===== config.mk =====
export PLATFORM = sky130hd
export DESIGN_NAME = fall_alarm_controller_top
export DESIGN_NICKNAME = d
export VERILOG_FILES = /design/src/fac_pkg.sv /design/src/fac_cfg_regs.sv /design/src/fac_core.sv /design/src/fall_alarm_controller_top.sv
export SDC_FILE = /design/constraint.sdc
export NUM_CORES = 1
export LEC_CHECK = 0
export BUFFER_PORTS_ARGS = -buffer_cell sky130_fd_sc_hd__buf_2
export CORE_ASPECT_RATIO = 0.5
export CORE_MARGIN = 2
export CORE_UTILIZATION = 45
export CTS_BUF_LIST = sky130_fd_sc_hd__clkbuf_4 sky130_fd_sc_hd__clkbuf_8
export CTS_CLUSTER_DIAMETER = 60
export CTS_CLUSTER_SIZE = 40
export DETAILED_ROUTE_END_ITERATION = 7
export PLACE_DENSITY = 0.6
export SLEW_MARGIN = 40
export SYNTH_ARGS = -nofsm -noshare
export SYNTH_HDL_FRONTEND = slang
export SYNTH_SLANG_ARGS = --single-unit

===== constraint.sdc =====
create_clock -name clk -period 6.8 [get_ports clk]
set_input_delay 1.36 -clock clk [delete_from_list [all_inputs] [get_ports clk]]
set_output_delay 1.36 -clock clk [all_outputs]
set_load 0.005 [all_outputs]

===== src/fac_pkg.sv =====
`default_nettype none
package fac_pkg;

  localparam int TIME_BITS = 32;

  localparam int CFG_INDEX_BITS = 3;
  localparam int CFG_DATA_BITS  = 16;

  typedef logic [TIME_BITS-1:0] time_t;

  typedef enum logic [CFG_INDEX_BITS-1:0] {
    CFG_FALL_THRESHOLD  = 3'd0,
    CFG_DETECT_WINDOW   = 3'd1,
    CFG_ALARM_DURATION  = 3'd2,
    CFG_FLASH_HALF      = 3'd3,
    CFG_CANCEL_HOLD     = 3'd4
  } cfg_reg_t;

  typedef enum logic [1:0] {
    SCREEN_OK     = 2'd0,
    SCREEN_FALL   = 2'd1,
    SCREEN_CANCEL = 2'd2
  } screen_t;

  typedef enum logic [2:0] {
    EV_NONE         = 3'd0,
    EV_FALL         = 3'd1,
    EV_CANCELLED    = 3'd2,
    EV_EXPIRED      = 3'd3,
    EV_CANCEL_ENDED = 3'd4
  } event_t;

  localparam logic [14:0] THRESHOLD_RESET = 15'd4096;
  localparam logic [15:0] WINDOW_RESET    = 16'd500;
  localparam logic [15:0] DURATION_RESET  = 16'd10000;
  localparam logic [15:0] HALF_RESET      = 16'd500;
  localparam logic [15:0] HOLD_RESET      = 16'd5000;

  typedef struct packed {
    logic [31:0]        now_ms;
    logic signed [15:0] accel_sample;
    logic               button_pressed;
  } in_item_t;

  typedef struct packed {
    logic       led_lit;
    logic [1:0] display_mode;
    logic [2:0] event_code;
  } out_item_t;

  typedef struct packed {
    logic [14:0] fall_threshold;
    logic [15:0] detect_window_ms;
    logic [15:0] alarm_duration_ms;
    logic [15:0] flash_half_period_ms;
    logic [15:0] cancel_hold_ms;
  } cfg_t;

endpackage
`default_nettype wire


===== src/fac_cfg_regs.sv =====
`default_nettype none
module fac_cfg_regs
  import fac_pkg::*;
(
  input  wire logic                      clk,
  input  wire logic                      rst,
  input  wire logic                      cfg_valid,
  input  wire logic [CFG_INDEX_BITS-1:0] cfg_index,
  input  wire logic [CFG_DATA_BITS-1:0]  cfg_data,
  output cfg_t                           cfg
);

  cfg_t regs;

  always_ff @(posedge clk) begin
    if (rst) begin
      regs.fall_threshold       <= THRESHOLD_RESET;
      regs.detect_window_ms     <= WINDOW_RESET;
      regs.alarm_duration_ms    <= DURATION_RESET;
      regs.flash_half_period_ms <= HALF_RESET;
      regs.cancel_hold_ms       <= HOLD_RESET;
    end else if (cfg_valid) begin
      case (cfg_index)
        CFG_FALL_THRESHOLD: regs.fall_threshold       <= cfg_data[14:0];
        CFG_DETECT_WINDOW:  regs.detect_window_ms     <= cfg_data;
        CFG_ALARM_DURATION: regs.alarm_duration_ms    <= cfg_data;
        CFG_FLASH_HALF:     regs.flash_half_period_ms <= cfg_data;
        CFG_CANCEL_HOLD:    regs.cancel_hold_ms       <= cfg_data;
        default: ;  // unmapped index, dropped
      endcase
    end
  end

  assign cfg = regs;

endmodule
`default_nettype wire


===== src/fac_core.sv =====
`default_nettype none
module fac_core
  import fac_pkg::*;
(
  input  wire logic     clk,
  input  wire logic     rst,
  input  wire logic     step,
  input  in_item_t      item,
  input  cfg_t          cfg,
  output out_item_t     result
);

  logic    alarm_active, alarm_active_next;
  logic    cancel_pending, cancel_pending_next;
  logic    cancel_shown, cancel_shown_next;
  logic    flash_level, flash_level_next;
  time_t   window_start_ms, window_start_ms_next;
  time_t   flash_start_ms, flash_start_ms_next;
  screen_t screen_state, screen_state_next;

  time_t       t;
  time_t       since_window;
  time_t       since_flash;
  logic [14:0] mag;

  assign t            = TIME_BITS'(item.now_ms);
  assign since_window = t - window_start_ms;
  assign since_flash  = t - flash_start_ms;

  // |accel| with the most negative code clipped to full scale
  always_comb begin
    if (!item.accel_sample[15]) begin
      mag = item.accel_sample[14:0];
    end else if (item.accel_sample == 16'sh8000) begin
      mag = 15'h7fff;
    end else begin
      mag = 15'(-item.accel_sample);
    end
  end

  always_comb begin
    event_t ev;
    logic   led;
    alarm_active_next    = alarm_active;
    cancel_pending_next  = cancel_pending;
    cancel_shown_next    = cancel_shown;
    flash_level_next     = flash_level;
    window_start_ms_next = window_start_ms;
    flash_start_ms_next  = flash_start_ms;
    screen_state_next    = screen_state;
    ev  = EV_NONE;
    led = 1'b0;

    if (!alarm_active) begin
      if (since_window >= TIME_BITS'(cfg.detect_window_ms)) begin
        if (mag >= cfg.fall_threshold) begin
          alarm_active_next = 1'b1;
          screen_state_next = SCREEN_FALL;
          ev                = EV_FALL;
        end
        window_start_ms_next = t;
        flash_start_ms_next  = t;
      end
    end else begin
      if (item.button_pressed && !cancel_pending) begin
        cancel_pending_next = 1'b1;
        ev                  = EV_CANCELLED;
      end
      if (!cancel_pending_next) begin
        if (since_window <= TIME_BITS'(cfg.alarm_duration_ms)) begin
          if (since_flash >= TIME_BITS'(cfg.flash_half_period_ms)) begin
            flash_level_next    = !flash_level;
            flash_start_ms_next = t;
          end
          led = flash_level_next;
        end else begin
          window_start_ms_next = t;
          alarm_active_next    = 1'b0;
          screen_state_next    = SCREEN_OK;
          ev                   = EV_EXPIRED;
        end
      end else begin
        if (since_window <= TIME_BITS'(cfg.cancel_hold_ms)) begin
          if (!cancel_shown) begin
            cancel_shown_next = 1'b1;
            screen_state_next = SCREEN_CANCEL;
          end
        end else begin
          window_start_ms_next = t;
          cancel_shown_next    = 1'b0;
          cancel_pending_next  = 1'b0;
          alarm_active_next    = 1'b0;
          screen_state_next    = SCREEN_OK;
          ev                   = EV_CANCEL_ENDED;
        end
      end
    end

    result.led_lit      = led;
    result.display_mode = screen_state_next;
    result.event_code   = ev;
  end

  always_ff @(posedge clk) begin
    if (rst) begin
      alarm_active    <= 1'b0;
      cancel_pending  <= 1'b0;
      cancel_shown    <= 1'b0;
      flash_level     <= 1'b0;
      window_start_ms <= '0;
      flash_start_ms  <= '0;
      screen_state    <= SCREEN_OK;
    end else if (step) begin
      alarm_active    <= alarm_active_next;
      cancel_pending  <= cancel_pending_next;
      cancel_shown    <= cancel_shown_next;
      flash_level     <= flash_level_next;
      window_start_ms <= window_start_ms_next;
      flash_start_ms  <= flash_start_ms_next;
      screen_state    <= screen_state_next;
    end
  end

`ifndef SYNTH
  a_pending_in_alarm: assert property (@(posedge clk) disable iff (rst)
    cancel_pending |-> alarm_active)
    else $error("cancel pending outside alarm");

  a_shown_pending: assert property (@(posedge clk) disable iff (rst)
    cancel_shown |-> cancel_pending)
    else $error("cancel screen without pending cancel");

  a_ok_when_idle: assert property (@(posedge clk) disable iff (rst)
    !alarm_active |-> screen_state == SCREEN_OK)
    else $error("non-ok screen outside alarm");

  a_fall_raises: assert property (@(posedge clk) disable iff (rst)
    step && result.event_code == EV_FALL |=> alarm_active && !cancel_pending)
    else $error("fall event did not raise alarm");

  a_led_only_flashing: assert property (@(posedge clk) disable iff (rst)
    step && result.led_lit |-> alarm_active && !cancel_pending)
    else $error("led lit outside flashing alarm");
`endif

endmodule
`default_nettype wire


===== src/fall_alarm_controller_top.sv =====
// The input word is registered in in_q, the core result in out_data; a stalled
// output holds the word in in_q. Throughput: one word per cycle while not stalled;
// the state update is a single pass of compares and subtractions between the
// input register and the result register.
// Reset (rst, synchronous): pipeline empty, alarm idle, ok screen, registers
// back to their defaults (4096 threshold, 500/10000/500/5000 ms).
`default_nettype none
module fall_alarm_controller_top
  import fac_pkg::*;
(
  input  wire logic                      clk,
  input  wire logic                      rst,
  input  wire logic                      in_valid,
  output logic                           in_ready,
  input  in_item_t                       in_data,
  output logic                           out_valid,
  input  wire logic                      out_ready,
  output out_item_t                      out_data,
  input  wire logic                      cfg_valid,
  output logic                           cfg_ready,
  input  wire logic [CFG_INDEX_BITS-1:0] cfg_index,
  input  wire logic [CFG_DATA_BITS-1:0]  cfg_data
);

  cfg_t      cfg;
  in_item_t  in_q;
  logic      in_q_valid;
  out_item_t result;
  logic      out_free;
  logic      step;

  assign cfg_ready = 1'b1;

  fac_cfg_regs u_cfg (
    .clk       (clk),
    .rst       (rst),
    .cfg_valid (cfg_valid),
    .cfg_index (cfg_index),
    .cfg_data  (cfg_data),
    .cfg       (cfg)
  );

  assign out_free = !out_valid || out_ready;
  assign step     = in_q_valid && out_free;
  assign in_ready = !in_q_valid || out_free;

  fac_core u_core (
    .clk    (clk),
    .rst    (rst),
    .step   (step),
    .item   (in_q),
    .cfg    (cfg),
    .result (result)
  );

  always_ff @(posedge clk) begin
    if (rst) begin
      in_q_valid <= 1'b0;
    end else if (in_ready) begin
      in_q_valid <= in_valid;
    end
  end

  always_ff @(posedge clk) begin
    if (in_ready && in_valid) begin
      in_q <= in_data;
    end
  end

  always_ff @(posedge clk) begin
    if (rst) begin
      out_valid <= 1'b0;
    end else if (out_free) begin
      out_valid <= step;
    end
  end

  always_ff @(posedge clk) begin
    if (step) begin
      out_data <= result;
    end
  end

endmodule
`default_nettype wire

* After elaboration in Yosys (flattened, before gate mapping)
Index checks and enable logic that the tools add are counted.
Word-level totals: output and inout bits 9, bits in registers 206
Operators by class: equal/unequal tests 10, reductions and logical operators 22, $lt $le $gt $ge 5, mux-type cells 35, bitwise gates (word level) 3, add/subtract/negate cells 3
Operator list (number):
- 2-to-1 mux 32 bit | 9
- greater-or-equal comparator 32 x 16 -> 1 bit | 2
- <= comparator 32 x 16 -> 1 bit | 2
- subtractor 32 bit | 2
- 2-to-1 mux 15 bit | 2
- 2-to-1 mux 2 bit | 9
- equality test 16 bit (second input constant) | 1
- greater-or-equal comparator 15 bit | 1
- negator 15 bit | 1
- 2-to-1 mux 3 bit | 4
- AND reduction 2 bit | 6
- 2-to-1 mux 1 bit | 11
- AND reduction 4 bit | 2
- equality test 3 x 2 -> 1 bit (second input constant) | 2
- != test 2 bit (second input constant) | 3
- != test 3 bit (second input constant) | 2
- AND reduction 5 bit | 1
- logical NOT 1 bit | 4
- equality test 3 x 1 -> 1 bit (second input constant) | 1
- equality test 3 bit (second input constant) | 1
- logical AND 1 bit | 3
- logical NOT 3 bit | 1
- NOT 1 bit | 3
- AND reduction 3 bit | 1
- other kinds (3) | 4

* Longest topological paths before layout
depth in word-level cells 7, depth in mapped cells 24, mapped depth without buffers 22

* By module
Synthesis repeated with hierarchy kept, for this count alone.
Second synthesis, totals: cells, all modules 1608, area total of the unflattened synthesis 14236.2 µm²
Modules (own cells, without submodules):
- fac_core | times used 1, area each 9287.7 µm², cells each 1245, seq. area each 1401.3 µm²
- fac_cfg_regs | times used 1, area each 3181.8 µm², cells each 296, seq. area each 1581.5 µm²
- fall_alarm_controller_top | times used 1, area each 1766.7 µm², cells each 67, seq. area each 1691.6 µm²

* Least setup slack after synthesis
Ideal clock, no wire load.
path type register to register, from reg in_q[17] (netlist bit), to reg u_core.flash_start_ms[11], data arrival time 4.616 ns, setup time 0.070 ns, cell stages (with the launch flop) 24, required time 6.730 ns, clock period less this slack 4.687 ns, path slack 2.113 ns, cells stage by stage edfxtp_1 inv_1 ha_1 fa_1 nor2b_1 o211ai_1 a211o_1 a21boi_0 nor2_1 o21ai_0 xor2_1 ha_1 nand4_1 o32ai_1 or3_1 nor4_1 o311ai_0 a211oi_1 nand4b_1 o311ai_4 buf_6 buf_1 nand3_1 a21oi_1
Between the ends: word-level cells in the longest chain between the ends 4, elaborated cells on any way between the ends 9
Ends and longest elaborated chain:
- start: declaration | line fall_alarm_controller_top.sv:26 | in_item_t in_q;
- start signal: assignment | line fall_alarm_controller_top.sv:66 | in_q <= in_data;
- subtractor 32 bit, on equally long branches | line fac_core.sv:27, fac_core.sv:28
- <= comparator 32 x 16 -> 1 bit, or another cell as far along | line fac_core.sv:70 | if (since_window <= TIME_BITS'(cfg.alarm_duration_ms)) begin
- != test 2 bit (no source line) / nonzero test 2 bit (equally long branches)
- AND reduction 5 bit (no source line) *
- end signal: assignment | line fac_core.sv:119 | flash_start_ms <= flash_start_ms_next;
- end: declaration | line fac_core.sv:18 | time_t flash_start_ms, flash_start_ms_next;
Mark *: on every way between the ends. The rest lies on a longest branch, timed or not. A chain may end at the register's enable or synchronous reset.

* Worst setup path in the final report
from reg in_q[17] (netlist bit), to reg u_core.flash_start_ms[13]
The elaborated chain is that of the path after synthesis.

==> flow_summary.yaml <==
outcome:
  status: "complete, no violations"
routing:
  drc: 0
  postRouteAntennaNets: 0
  wire_per_inst_um: 17.8
  vias_per_cell: 5.64
  routed_wl_um: 36800
  vias: 11687
  drt_iter0_drc: 790
  firstDrtPassIters: 5
final_layout:
  drive_above_1_share_pct: 9.10
  antennaDiodeCount: 0
  postLayoutCoreUtil_pct: 50.0
  layout.nets: 1890
  syn_to_final_growth_pct: 7.92
sta:
  fin_crit_ns: 6.14
  relSlewSlack_pct: 45.9
  final_max_slew_viol_count: 0
  hold_viol_final: 0
  setup_viol: 0
  tns_ns: 0
  finalClockSkew_ns: 0.0917
  min_period_over_period_pct: 90.3
  worst_hold_slack_ns: 0.466
  rsz0062_at_grt: "false"
  worstMarginPinSlew_ns: 0.812
  max_clock_freq_mhz: 163
synthesis:
  synth_area_um2: 13600
  synth_edf_count: 55
  yosysSeqAreaShare_pct: 34.3
  ys.warnings.count: 0
  synth_common_cells: "228 x nand2_1, 175 x a21oi_1, 165 x inv_1, 151 x dfxtp_1, 142 x ha_1"
  netlist.area_leader.share_pct: 22.2
  synth_area_leaders: "dfxtp_1 22%, ha_1 13%, edfxtp_1 12%"
  synthCells: 1637
  post-synth-top-count-cell: "nand2_1"
  syn_nets: 1854
  synthDistinctLibCells: 74
  synthFlopType: "dfxtp_1"
  postSynth.asyncResetShare_pct: 0
  syn_area_per_cell_um2: 8.33
  synth-seq-cells: 206
  synth_top_cell_by_area: "dfxtp_1"
global_routing:
  gr-total-overflow: 0
  grt_pass1_wl_um: 59500
  grt_antenna_before_repair: 0
  gr-usage-all-layers_pct: 23.2
  grt_start_max_net_pins: 78
  grt_pass1_vias: 11151
clock_network:
  cts_max_level: 1
  cts.clk_slew.worst_paths_ns: 0.19
  insertion_delay_ns: 0.61
  clock_sink_count: 206
  ctsHoldBuffers: 0
  cts_made_buffers: 15
  cts_tree: "yes"
  clock_path_buffers: 3
  cts_resized: 0
  cts_root_buf: "clkbuf_8"
  post_cts_buffers: 0
worst_setup_path:
  crit_family: "compound AO/OA/AOI/OAI gates"
  crit_arrival_ns: 6.60
  cp_common_cell: "ha_1"
  path_buf_inv: 2
  crit_required_ns: 7.26
  crit_chain: "inv_1, ha_1, fa_1, nor2b_1, o211ai_1, a211o_1, a21boi_0, nor2_1, o21ai_0, xor2_1, ha_1, nand4_1, o32ai_1, or3_1, nor4_1, o311ai_0, a211oi_1, nand4b_1, o311ai_4, buf_4, nand3_1, a21oi_1"
  reg2reg_from: "in_q[17]"
  cp_max_fo: 32
  end_kind: "register"
  r2r_slack_ns: 0.66
  start_kind: "register"
  r2r_cells: 22
  crit_slowest_cell: "o311ai_4"
  max_stage_delay_ns: 0.67
  rr_endpoint: "u_core.flash_start_ms[13]"
  path_class: "register to register"
floorplanning:
  core_area_um2: 29400
  start_util_pct: 46.4
  dieWidth_um: 250
  die-area_um2: 31800
  rows: 44
  die_h_um: 127
  io_pins: 82
min_path:
  min_delay_path_depth: 2
  hold_end: "u_cfg.cfg[68]"
  hold_class: "register to register"
  hp-start: "u_cfg.cfg[68]"
power:
  p_total_mw: 3.01
  pwr_density_cell_nw_per_um2: 204
  ir_worst_vdd_mv: 0.128
  leakagePower_nw: 5.86
placement:
  dp_hpwl_um: 28200
  gp_congestion: 0.948
  portBuffers: 80
flow_run:
  drv_cap: 0
## flip-flops by register name, indices dropped and copies added (netlist names)
register	count
out_valid	1
u_core.cancel_shown	1
u_core.cancel_pending	1
u_core.window_start_ms	32
u_core.flash_start_ms	32
u_core.screen_state	2
out_data	6
in_q_valid	1
u_core.flash_level	1
u_core.alarm_active	1
u_cfg.cfg	79
in_q	49
## logic make-up after synthesis
family                     after synthesis  share of synthesized area [%]
AOI/OAI and AO/OA                      462                           22.3
other                                    1                         0.0275
adders and majority gates              144                           13.3
xor gates and xnor gates                58                           3.73
DFF                                    206                           34.3
buffers and inverters                  234                           6.80
muxes                                   41                           3.06
and+or+nand+nor                        491                           16.5
## routing by layer
metal,part of all wire (%),wire length [um],vias up,GRT usage (%)
met5,0,0,-,0
met4,2.5,928,0,5.78
met3,5.9,2160,60,4.16
met2,43,15800,290,36.9
met1,49,17900,5522,32.7
li1,-,-,5815,-
## stage by stage
step	cell area (um^2)	cells	setup slack, ns
final	14700	2072	0.660
after global routing	14700	2072	0.210
after CTS	14700	2072	0.769
after detailed placement	14300	2047	0.912
after global placement	14300	2045	0.967
after floorplan	13600	1637	2.11
## worst max-delay path by stage
stage                                      endpoint  startpoint  cells past startpoint
after CTS                 u_core.flash_start_ms[13]    in_q[17]                     22
after global placement     u_core.flash_start_ms[2]    in_q[17]                     22
final                     u_core.flash_start_ms[13]    in_q[17]                     22
after global routing      u_core.flash_start_ms[12]    in_q[17]                     22
after detailed placement   u_core.flash_start_ms[3]    in_q[17]                     22
after floorplan           u_core.flash_start_ms[11]    in_q[17]                     23
## layout by cell type (no fill, tap or decap), types with 28 or more instances in the layout
cell        n
nand2_1   228
a21oi_1   174
inv_1     164
dfxtp_1   151
ha_1      142
nor2_1     94
buf_2      79
edfxtp_1   55
o21ai_0    52
nand3_1    45
a21o_1     43
mux2i_1    36
o211ai_1   34
xor2_1     30
xnor2_1    28
## layout make-up
type / count / area [um^2]
clock buffers: 15 / 206
multi-input cells: 1197 / 8060
clock inverters: 10 / 188
repair buffers: 88 / 467
well taps: 391 / 489
inverters: 165 / 619
fillers: 2854 / 14700
flip-flops and latches: 206 / 4670
## power breakdown
part | switching [mW] | internal (mW)
logic | 0.510 | 0.340
clock network | 0.535 | 0.265
registers | 0.0416 | 1.32
total | 1.09 | 1.92
## worst reg2reg max path: cells and delay by family, from the launching register on
kind / cells / cell delay (ns)
simple gates: 7 / 1.37
flops: 1 / 0.38
buf+inv: 2 / 0.53
compound gates: 9 / 2.60
xor+xnor: 1 / 0.21
fa+ha+maj: 3 / 0.91
Power figures use the tool's default switching activity.
